<file path="src/rtl/core/ptt_pkg.sv">
package ptt_pkg;
  localparam int unsigned NumTimersDefault = 16;
  localparam int unsigned TimeBitsDefault  = 48;
  localparam int unsigned RegW    = 31;
  localparam int unsigned IdW     = 4;
  localparam int unsigned RepW    = 16;
  localparam int unsigned CfgIdxW = 2;

  localparam logic [1:0] ReqAdd    = 2'd0;
  localparam logic [1:0] ReqRemove = 2'd1;
  localparam logic [1:0] ReqTick   = 2'd2;

  localparam logic [1:0] StOk     = 2'd0;
  localparam logic [1:0] StFull   = 2'd1;
  localparam logic [1:0] StNoTmr  = 2'd2;

  localparam logic [CfgIdxW-1:0] CfgMinInterval = 2'd0;
  localparam logic [CfgIdxW-1:0] CfgMaxInterval = 2'd1;
  localparam logic [CfgIdxW-1:0] CfgMinTimeout  = 2'd2;

  // controller to datapath
  typedef struct packed {
    logic start;     // latch request, clear scan state
    logic scan_en;   // visit current slot
    logic finish;    // apply add / remove
    logic emit_adv;  // advance pending fire list
  } ptt_cmd_t;

  // datapath to controller
  typedef struct packed {
    logic scan_last;
    logic fire_pend;   // a fired id still to report
    logic fire_single; // exactly one fired id left
  } ptt_stat_t;
endpackage

</file>
<file path="src/rtl/core/ptt_ctrl.sv">
module ptt_ctrl
  import ptt_pkg::*;
(
  input  logic      clk_i,
  input  logic      rst_ni,
  input  logic      in_valid_i,
  output logic      in_ready_o,
  output logic      out_valid_o,
  input  logic      out_ready_i,
  output logic      out_last_o,
  output logic      out_fire_o,
  input  ptt_stat_t stat_i,
  output ptt_cmd_t  cmd_o
);
  localparam logic [1:0] SIdle = 2'd0;
  localparam logic [1:0] SScan = 2'd1;
  localparam logic [1:0] SFin  = 2'd2;
  localparam logic [1:0] SOut  = 2'd3;

  logic [1:0] state_q, state_d;
  logic out_xfer;
  assign out_xfer = out_valid_o && out_ready_i;

  always_ff @(posedge clk_i or negedge rst_ni) begin
    if (!rst_ni) state_q <= SIdle;
    else state_q <= state_d;
  end

  assign in_ready_o  = (state_q == SIdle);
  assign out_valid_o = (state_q == SOut);
  assign out_fire_o  = stat_i.fire_pend;
  assign out_last_o  = !stat_i.fire_pend || stat_i.fire_single;

  // sequencing: scan all slots, apply, then drain results
  always_comb begin
    state_d = state_q;
    cmd_o = '0;
    unique case (state_q)
      SIdle: if (in_valid_i) begin
        cmd_o.start = 1'b1;
        state_d = SScan;
      end
      SScan: begin
        cmd_o.scan_en = 1'b1;
        if (stat_i.scan_last) state_d = SFin;
      end
      SFin: begin
        cmd_o.finish = 1'b1;
        state_d = SOut;
      end
      SOut: if (out_xfer) begin
        cmd_o.emit_adv = 1'b1;
        if (out_last_o) state_d = SIdle;
      end
      default: state_d = SIdle;
    endcase
  end
endmodule

</file>
<file path="src/rtl/core/ptt_dp.sv">
module ptt_dp
  import ptt_pkg::*;
#(
  parameter int unsigned NumTimers = NumTimersDefault,
  parameter int unsigned TimeBits  = TimeBitsDefault
) (
  input  logic               clk_i,
  input  logic               rst_ni,
  input  logic               cfg_we_i,
  input  logic [CfgIdxW-1:0] cfg_idx_i,
  input  logic [RegW-1:0]    cfg_data_i,
  input  logic [1:0]         req_type_i,
  input  logic signed [31:0] interval_i,
  input  logic [RepW-1:0]    repeat_count_i,
  input  logic [IdW-1:0]     timer_id_i,
  input  ptt_cmd_t           cmd_i,
  output ptt_stat_t          stat_o,
  output logic [1:0]         status_o,
  output logic [IdW-1:0]     result_id_o,
  output logic signed [31:0] timeout_ms_o
);
  localparam int unsigned SlotW = (NumTimers > 1) ? $clog2(NumTimers) : 1;
  localparam int unsigned CntW  = $clog2(NumTimers + 1);

  logic [RegW-1:0] min_iv_q, max_iv_q, min_to_q;
  logic [TimeBits-1:0] now_q;
  logic [NumTimers-1:0] used_q;
  logic [RegW-1:0] period_q [NumTimers];
  logic [RepW-1:0] remain_q [NumTimers];
  logic [TimeBits-1:0] expiry_q [NumTimers];

  logic [1:0] req_q;
  logic signed [31:0] iv_q;
  logic [RepW-1:0] rep_q;
  logic [IdW-1:0] tid_q;
  logic [SlotW-1:0] idx_q;
  logic [NumTimers-1:0] fired_q;
  logic found_q;
  logic [SlotW-1:0] free_q;
  logic [TimeBits-1:0] best_q;
  logic any_q;
  logic [1:0] st_q;
  logic [IdW-1:0] rid_q;
  logic signed [31:0] to_q;

  // config registers
  always_ff @(posedge clk_i or negedge rst_ni) begin
    if (!rst_ni) begin
      min_iv_q <= RegW'(1);
      max_iv_q <= RegW'(60000);
      min_to_q <= '0;
    end else if (cfg_we_i) begin
      unique case (cfg_idx_i)
        CfgMinInterval: min_iv_q <= cfg_data_i;
        CfgMaxInterval: max_iv_q <= cfg_data_i;
        CfgMinTimeout:  min_to_q <= cfg_data_i;
        default: ;
      endcase
    end
  end

  // current slot view
  logic [TimeBits-1:0] now_eff, diff, exp_next, d_pos, per_ext;
  logic cur_used, cur_due, cur_fire, cur_free_after, remain_one;
  assign now_eff   = (req_q == ReqTick) ? now_q + TimeBits'(1) : now_q;
  assign cur_used  = used_q[idx_q];
  assign diff      = expiry_q[idx_q] - now_eff;
  assign cur_due   = (diff == '0) || diff[TimeBits-1];
  assign cur_fire  = (req_q == ReqTick) && cur_used && cur_due;
  assign remain_one = (remain_q[idx_q] == RepW'(1));
  assign cur_free_after = cur_fire && remain_one;
  assign per_ext   = TimeBits'(period_q[idx_q]);
  assign exp_next  = cur_fire ? expiry_q[idx_q] + per_ext : expiry_q[idx_q];
  assign d_pos     = (exp_next - now_eff);
  assign stat_o.scan_last = (idx_q == SlotW'(NumTimers - 1));

  // remove effect on the timeout: excluded slot
  logic removing;
  assign removing = (req_q == ReqRemove) && (32'(tid_q) < 32'(NumTimers))
                    && (tid_q[SlotW-1:0] == idx_q) && cur_used;
  logic counts;
  assign counts = cur_used && !cur_free_after && !removing;

  // clamp of add interval
  logic signed [32:0] iv_s, min_s, max_s;
  logic [RegW-1:0] per_add;
  assign iv_s  = 33'(iv_q);
  assign min_s = $signed({2'b00, min_iv_q});
  assign max_s = $signed({2'b00, max_iv_q});
  always_comb begin
    if (iv_s < min_s) per_add = min_iv_q;
    else if (iv_s > max_s) per_add = max_iv_q;
    else per_add = iv_q[RegW-1:0];
  end

  // lowest fired id
  logic [SlotW-1:0] first_fire;
  always_comb begin
    first_fire = '0;
    for (int i = NumTimers - 1; i >= 0; i--)
      if (fired_q[i]) first_fire = SlotW'(i);
  end
  assign stat_o.fire_pend   = |fired_q;
  assign stat_o.fire_single = $onehot(fired_q);

  // timeout clamp from scan result, including the added slot
  logic [TimeBits-1:0] best_f, t_clamp;
  logic any_f, add_ok;
  assign add_ok = (req_q == ReqAdd) && found_q;
  always_comb begin
    best_f = best_q;
    any_f  = any_q || add_ok;
    if (add_ok && TimeBits'(per_add) < best_f) best_f = TimeBits'(per_add);
    if (best_f < TimeBits'(min_to_q)) t_clamp = TimeBits'(min_to_q);
    else if (best_f > TimeBits'(max_iv_q)) t_clamp = TimeBits'(max_iv_q);
    else t_clamp = best_f;
  end

  always_ff @(posedge clk_i or negedge rst_ni) begin
    if (!rst_ni) begin
      now_q   <= '0;
      used_q  <= '0;
      fired_q <= '0;
      idx_q   <= '0;
    end else begin
      if (cmd_i.start) begin
        req_q <= req_type_i;
        iv_q <= interval_i;
        rep_q <= repeat_count_i;
        tid_q <= timer_id_i;
        idx_q <= '0;
        fired_q <= '0;
        found_q <= 1'b0;
        free_q <= '0;
        any_q <= 1'b0;
        best_q <= TimeBits'(max_iv_q);
      end
      if (cmd_i.scan_en) begin
        if (!stat_o.scan_last) idx_q <= idx_q + SlotW'(1);
        if (!cur_used && !found_q) begin
          found_q <= 1'b1;
          free_q <= idx_q;
        end
        if (cur_fire) begin
          fired_q[idx_q] <= 1'b1;
          if (remain_q[idx_q] != '0) remain_q[idx_q] <= remain_q[idx_q] - RepW'(1);
          if (cur_free_after) used_q[idx_q] <= 1'b0;
          else expiry_q[idx_q] <= exp_next;
        end
        if (counts) begin
          any_q <= 1'b1;
          if (d_pos[TimeBits-1]) best_q <= '0;
          else if (d_pos < best_q) best_q <= d_pos;
        end
      end
      if (cmd_i.finish) begin
        now_q <= now_eff;
        st_q <= StOk;
        rid_q <= '0;
        to_q <= any_f ? $signed(t_clamp[31:0]) : -32'sd1;
        unique case (req_q)
          ReqAdd: if (found_q) begin
            used_q[free_q] <= 1'b1;
            period_q[free_q] <= per_add;
            remain_q[free_q] <= rep_q;
            expiry_q[free_q] <= now_q + TimeBits'(per_add);
            rid_q <= IdW'(free_q);
          end else st_q <= StFull;
          ReqRemove: begin
            rid_q <= tid_q;
            if ((32'(tid_q) < 32'(NumTimers)) && used_q[tid_q[SlotW-1:0]])
              used_q[tid_q[SlotW-1:0]] <= 1'b0;
            else st_q <= StNoTmr;
          end
          default: ;
        endcase
      end
      if (cmd_i.emit_adv && stat_o.fire_pend) fired_q[first_fire] <= 1'b0;
    end
  end

  assign status_o     = st_q;
  assign result_id_o  = stat_o.fire_pend ? IdW'(first_fire) : rid_q;
  assign timeout_ms_o = to_q;
endmodule

</file>
<file path="src/rtl/core/periodic_timer_table.sv">
// channel | dir | tdata (low to high)                          | tuser    | tlast
// s_axis  | in  | interval[31:0], repeat_count[47:32], id[51:48] | req_type | -
// m_axis  | out | status[1:0], result_id[5:2], timeout_ms[37:6] | fired    | last
// an item passes an accept state, a scan of all NUM_TIMERS slots (one slot per cycle,
// shared clamp and compare logic) and an apply state, then one result transfer per fired id, or one if none fired
// async active-low reset clears time, occupancy and config to defaults
// a stalled output holds the result; no input is taken until all results are out
module periodic_timer_table
  import ptt_pkg::*;
#(
  parameter int unsigned NumTimers = NumTimersDefault,
  parameter int unsigned TimeBits  = TimeBitsDefault
) (
  input  logic               clk_i,
  input  logic               rst_ni,
  input  logic               cfg_we_i,
  input  logic [CfgIdxW-1:0] cfg_idx_i,
  input  logic [RegW-1:0]    cfg_data_i,
  input  logic               s_axis_tvalid,
  output logic               s_axis_tready,
  input  logic [55:0]        s_axis_tdata,  // interval, repeat_count, timer_id
  input  logic [1:0]         s_axis_tuser,  // req_type
  output logic               m_axis_tvalid,
  input  logic               m_axis_tready,
  output logic [39:0]        m_axis_tdata,  // status, result_id, timeout_ms
  output logic               m_axis_tuser,  // fired
  output logic               m_axis_tlast
);
  ptt_cmd_t cmd;
  ptt_stat_t stat;
  logic [1:0] status;
  logic [IdW-1:0] rid;
  logic signed [31:0] to;

  ptt_ctrl u_ctrl (
    .clk_i, .rst_ni,
    .in_valid_i(s_axis_tvalid), .in_ready_o(s_axis_tready),
    .out_valid_o(m_axis_tvalid), .out_ready_i(m_axis_tready),
    .out_last_o(m_axis_tlast), .out_fire_o(m_axis_tuser),
    .stat_i(stat), .cmd_o(cmd)
  );

  ptt_dp #(.NumTimers(NumTimers), .TimeBits(TimeBits)) u_dp (
    .clk_i, .rst_ni, .cfg_we_i, .cfg_idx_i, .cfg_data_i,
    .req_type_i(s_axis_tuser),
    .interval_i($signed(s_axis_tdata[31:0])),
    .repeat_count_i(s_axis_tdata[47:32]),
    .timer_id_i(s_axis_tdata[51:48]),
    .cmd_i(cmd), .stat_o(stat),
    .status_o(status), .result_id_o(rid), .timeout_ms_o(to)
  );

  assign m_axis_tdata = {2'b00, to, rid, status};
endmodule

</file>
<file path="config.mk">
export PLATFORM = sky130hd
export DESIGN_NAME = periodic_timer_table
export DESIGN_NICKNAME = d
export VERILOG_FILES = /design/src/rtl/core/ptt_pkg.sv /design/src/rtl/core/ptt_ctrl.sv /design/src/rtl/core/ptt_dp.sv /design/src/rtl/core/periodic_timer_table.sv
export SDC_FILE = /design/constraint.sdc
export NUM_CORES = 2
export LEC_CHECK = 0
export BUFFER_PORTS_ARGS = -buffer_cell sky130_fd_sc_hd__clkbuf_2
export CAP_MARGIN = 20
export CORE_UTILIZATION = 55
export DETAILED_ROUTE_END_ITERATION = 8
export MAX_ROUTING_LAYER = met4
export PLACE_DENSITY_LB_ADDON = 0.3
export SLEW_MARGIN = 10
export SYNTH_ARGS = -nofsm -noshare
export SYNTH_HDL_FRONTEND = slang
export SYNTH_SLANG_ARGS = --single-unit
export TNS_END_PERCENT = 50
</file>
<file path="constraint.sdc">
create_clock -name clk_i -period 18.9 [get_ports clk_i]
set_input_delay 5.67 -clock clk_i [delete_from_list [all_inputs] [get_ports clk_i]]
set_output_delay 5.67 -clock clk_i [all_outputs]
set_load 0.05 [all_outputs]
</file>
==> results_dict.tcl <==
set metrics [dict create \
    worst-endpoint-arrival_ns 16.38 \
    min_path_cells 1 \
    drive_above_1_share_pct 20.10 \
    max-clock-path-buffers 3 \
    netSwitchingFraction_pct 40.03 \
    power.share.combinational_pct 46.9 \
    synth_area_um2 90580 \
    p_leak_nw 34.97 \
    antenna_found_initial 15 \
    fraction_of_synthesized_cell_area_taken_by_the_top_area_cell_type_pct 55.23 \
    critical_path.max_stage_delay_ns 0.86 \
    reg2regPathDepth 55 \
    row_count 148 \
    place_hpwl_um 171700 \
    multi_input_comb_area_um2 34220 \
    syn-mean-instance-area_um2 14.67 \
    max_freq_mhz 63.35 \
    required_ns 19.49 \
    crit_path_top_delay_cell "sky130_fd_sc_hd__dfrtp_4" \
    post-place-ws_ns 3.299 \
    path_max_fanout 37 \
    detail-route-antenna-nets 0 \
    worst_skew_pair.late_latency_ns 0.87 \
    report.final.slew_viol_count 0 \
    yosys_register_bits 1845 \
    floorplan.io_pins 140 \
    yosysTopAreaCell "sky130_fd_sc_hd__edfxtp_1" \
    final-setup-viol-count 0 \
    worst_slew_margin_rel_pct 18.68 \
    power.share.clock_pct 20.7 \
    ir_drop_v 0.0001132 \
    num_vias 58310 \
    totalPowerFinal_mw 17.00 \
    cellPowerDensity_nw_per_um2 169.1 \
    clk_pin_slew_ns 0.06 \
    cts_num_sinks 1845 \
    max_slew.worst_pin.slew_ns 1.210 \
    grt_overflow 0 \
    layoutNonFillerInstCount 8731 \
    synth-main-ff-cell "sky130_fd_sc_hd__edfxtp_1" \
    detailedRoute.firstPassIterationCount 6 \
    synth_enable_flop_cells 1666 \
    post_synth_num_cell_types 123 \
    run_status "complete, no violations" \
    initial_utilization_pct 55.52 \
    portBuffers 133 \
    power.net_switching_mw 6.803 \
    finalCritPeriodShare_pct 83.52 \
    fillers 11780 \
    fin_tns_setup_ns 0 \
    final_net_count 6867 \
    placed_cells 8381 \
    finalWirelength_um 264500 \
    cts_buffers 177 \
    clock_tree.root_cell "sky130_fd_sc_hd__clkbuf_16" \
    syn-instance-count 6175 \
    globalRouteTotalUtil_pct 32.58 \
    post_cts.resized_instances 0 \
    die_height_um 407.8 \
    gp_congestion 1.040 \
    layout_min_cycle_time_ns 15.79 \
    core_box_area_um2 163100 \
    drt_first_iter_violations 8005 \
    skew_ns 0.05095 \
    floorplan.die_area_um2 166300 \
    area.sequential_um2 54530 \
    drt_drc_violations_left 0 \
    avgRoutedWirePerCell_um 30.30 \
    ys_warn_count 0 \
    synth_top_cells_by_area "sky130_fd_sc_hd__edfxtp_1, sky130_fd_sc_hd__mux4_2, sky130_fd_sc_hd__ha_1, sky130_fd_sc_hd__dfrtp_1, sky130_fd_sc_hd__a21oi_1" \
    postLayoutSetupSlackWorst_ns 3.115 \
    area_growth_syn_to_layout_pct 10.95 \
    timing.final.hold_violations 0 \
    timing.setup.critical_path_class "reg -> reg" \
    first_global_vias 56480 \
    h-tree-depth 4 \
    drv_cap 0 \
    global_route_wire_length_before_repair_um 383000 \
    cp-end-kind "flop" \
    seq_area_frac_synth_pct 60.19 \
    critPathLaunchType "flop" \
    synthArstFlopShare_pct 9.702 \
    cts_hold_buf 0 \
    fp.dieW_um 407.8 \
    cts_post_setup_buffers_inserted 0 \
    power.share.sequential_pct 32.4 \
    timing.hold.worst.class "reg -> reg" \
    cts_tree "built" \
    power.internal_mw 10.19 \
    grt_setup_unrepaired "false" \
    viasPerCell 6.678 \
    pin_count_of_the_biggest_net_entering_global_routing 117 \
]
-- registers in the layout (all words and copies together), names as in the netlist, 32 cells and up --
signal and cells:
u_dp.best_q 48, u_dp.expiry_q 768, u_dp.iv_q 32, u_dp.now_q 48
u_dp.period_q 496, u_dp.remain_q 256, u_dp.timeout_ms_o 32
-- final timing paths --
| kind | start | endpoint | slack (ns) |
|---|---|---|---|
| max in group asynchronous | rst_ni | u_dp.idx_q[1] | 13.00 |
| hold reg to reg | u_dp.min_to_q[15] | u_dp.min_to_q[15] | 0.54 |
| setup reg to reg | u_dp.idx_q[0] | u_dp.best_q[39] | 3.11 |
| hold / removal | u_dp.min_to_q[15] | u_dp.min_to_q[15] | 0.54 |
| setup / recovery | u_dp.idx_q[0] | u_dp.best_q[39] | 3.11 |
| min in group asynchronous | rst_ni | u_dp.min_to_q[5] | 4.71 |
-- layout by cell type, fill, tap and decap left out, types with 94 or more instances in the layout --
| master | synthesis | routed |
|---|---|---|
| sky130_fd_sc_hd__edfxtp_1 | 1666 | 1666 |
| sky130_fd_sc_hd__mux4_2 | 458 | 458 |
| sky130_fd_sc_hd__ha_1 | 356 | 355 |
| sky130_fd_sc_hd__nor2_1 | 391 | 339 |
| sky130_fd_sc_hd__a21oi_1 | 341 | 331 |
| sky130_fd_sc_hd__nand2_1 | 311 | 309 |
| sky130_fd_sc_hd__inv_1 | 269 | 268 |
| sky130_fd_sc_hd__o21ai_0 | 241 | 240 |
| sky130_fd_sc_hd__clkbuf_16 | 0 | 178 |
| sky130_fd_sc_hd__buf_4 | 18 | 177 |
| sky130_fd_sc_hd__dfrtp_1 | 171 | 167 |
| sky130_fd_sc_hd__xnor2_1 | 160 | 160 |
| sky130_fd_sc_hd__clkbuf_2 | 1 | 133 |
| sky130_fd_sc_hd__mux2_2 | 106 | 106 |
| sky130_fd_sc_hd__mux2i_1 | 105 | 104 |
| sky130_fd_sc_hd__nand3_1 | 98 | 98 |
| sky130_fd_sc_hd__a21o_1 | 96 | 96 |
| sky130_fd_sc_hd__xor2_1 | 94 | 94 |
-- cell type report --
| cell class | count | area share, % |
|---|---|---|
| Antenna cell | 9 | 0.02241 |
| Multi-Input combinational cell | 3779 | 34.05 |
| Timing Repair Buffer | 327 | 2.239 |
| Clock buffer | 222 | 4.627 |
| Sequential cell | 1845 | 54.26 |
| Inverter | 270 | 1.013 |
| Tap cell | 2175 | 2.708 |
| Clock inverter | 104 | 1.078 |
-- layer usage --
metal,vias up,wire length (um),GRT usage (%)
li1,24710,-,-
met1,29560,103400,44.36
met2,3508,122200,49.04
met3,535,28960,6.727
met4,0,9960,11.36
met5,-,0,-
-- cell families (layout without fill, tap and decap cells) --
kind of cell	count (synthesis)	count (layout)	share of synthesized area (%)
compound gates	1150	1150	8.269
xor+xnor	258	258	2.542
fa+ha+maj	402	402	5.593
buf+inv	552	923	2.482
flops	1845	1845	60.19
mux	669	669	13.87
other cells	1	11	0.004140
simple gates	1298	1298	7.056
-- worst max-delay path, delay by kind of cell (launching register included) --
kind,cells,cell delay (ns)
buf+inv,5,2.22
xor+xnor,2,0.71
compound gates,35,8.31
flops,1,0.86
simple gates,11,2.80
fa+ha+maj,2,0.52
-- cells in the mapped netlist, types with 51 or more instances --
cell                       count
sky130_fd_sc_hd__nor2_1      391
sky130_fd_sc_hd__mux4_2      458
sky130_fd_sc_hd__xor2_1       94
sky130_fd_sc_hd__clkbuf_1    177
sky130_fd_sc_hd__xnor2_1     160
sky130_fd_sc_hd__inv_1       269
sky130_fd_sc_hd__o22ai_1      51
sky130_fd_sc_hd__nor3_1       74
sky130_fd_sc_hd__nand4_1      74
sky130_fd_sc_hd__o21ai_0     241
sky130_fd_sc_hd__edfxtp_1   1666
sky130_fd_sc_hd__nand3_1      98
sky130_fd_sc_hd__ha_1        356
sky130_fd_sc_hd__mux2i_1     105
sky130_fd_sc_hd__a21o_1       96
sky130_fd_sc_hd__nor2b_1      52
sky130_fd_sc_hd__mux2_2      106
sky130_fd_sc_hd__nand2_1     311
sky130_fd_sc_hd__dfrtp_1     171
sky130_fd_sc_hd__a21oi_1     341
-- power groups by stage --
stage          Combinational (mW)  Sequential, mW  Clock (mW)
6_report                     7.97            5.50        3.53
5_1_grt                      8.50            5.52        3.71
3_5_place_dp                 7.71            5.59           0
4_1_cts                      7.77            5.50        3.55
2_1_floorplan                5.24            5.53           0
3_3_place_gp                 7.52            5.59           0
-- metrics by stage --
stage	utilization [%]	cell area [um2]	hold slack, ns
after floorplan	-	90580	0.4991
after global placement	57.90	94460	0.5135
after detailed placement	57.95	94540	0.5219
after CTS	61.47	100300	0.5346
after global routing	61.60	100500	0.5527
final	61.60	100500	0.5356
(Power assumes the default switching activity.)
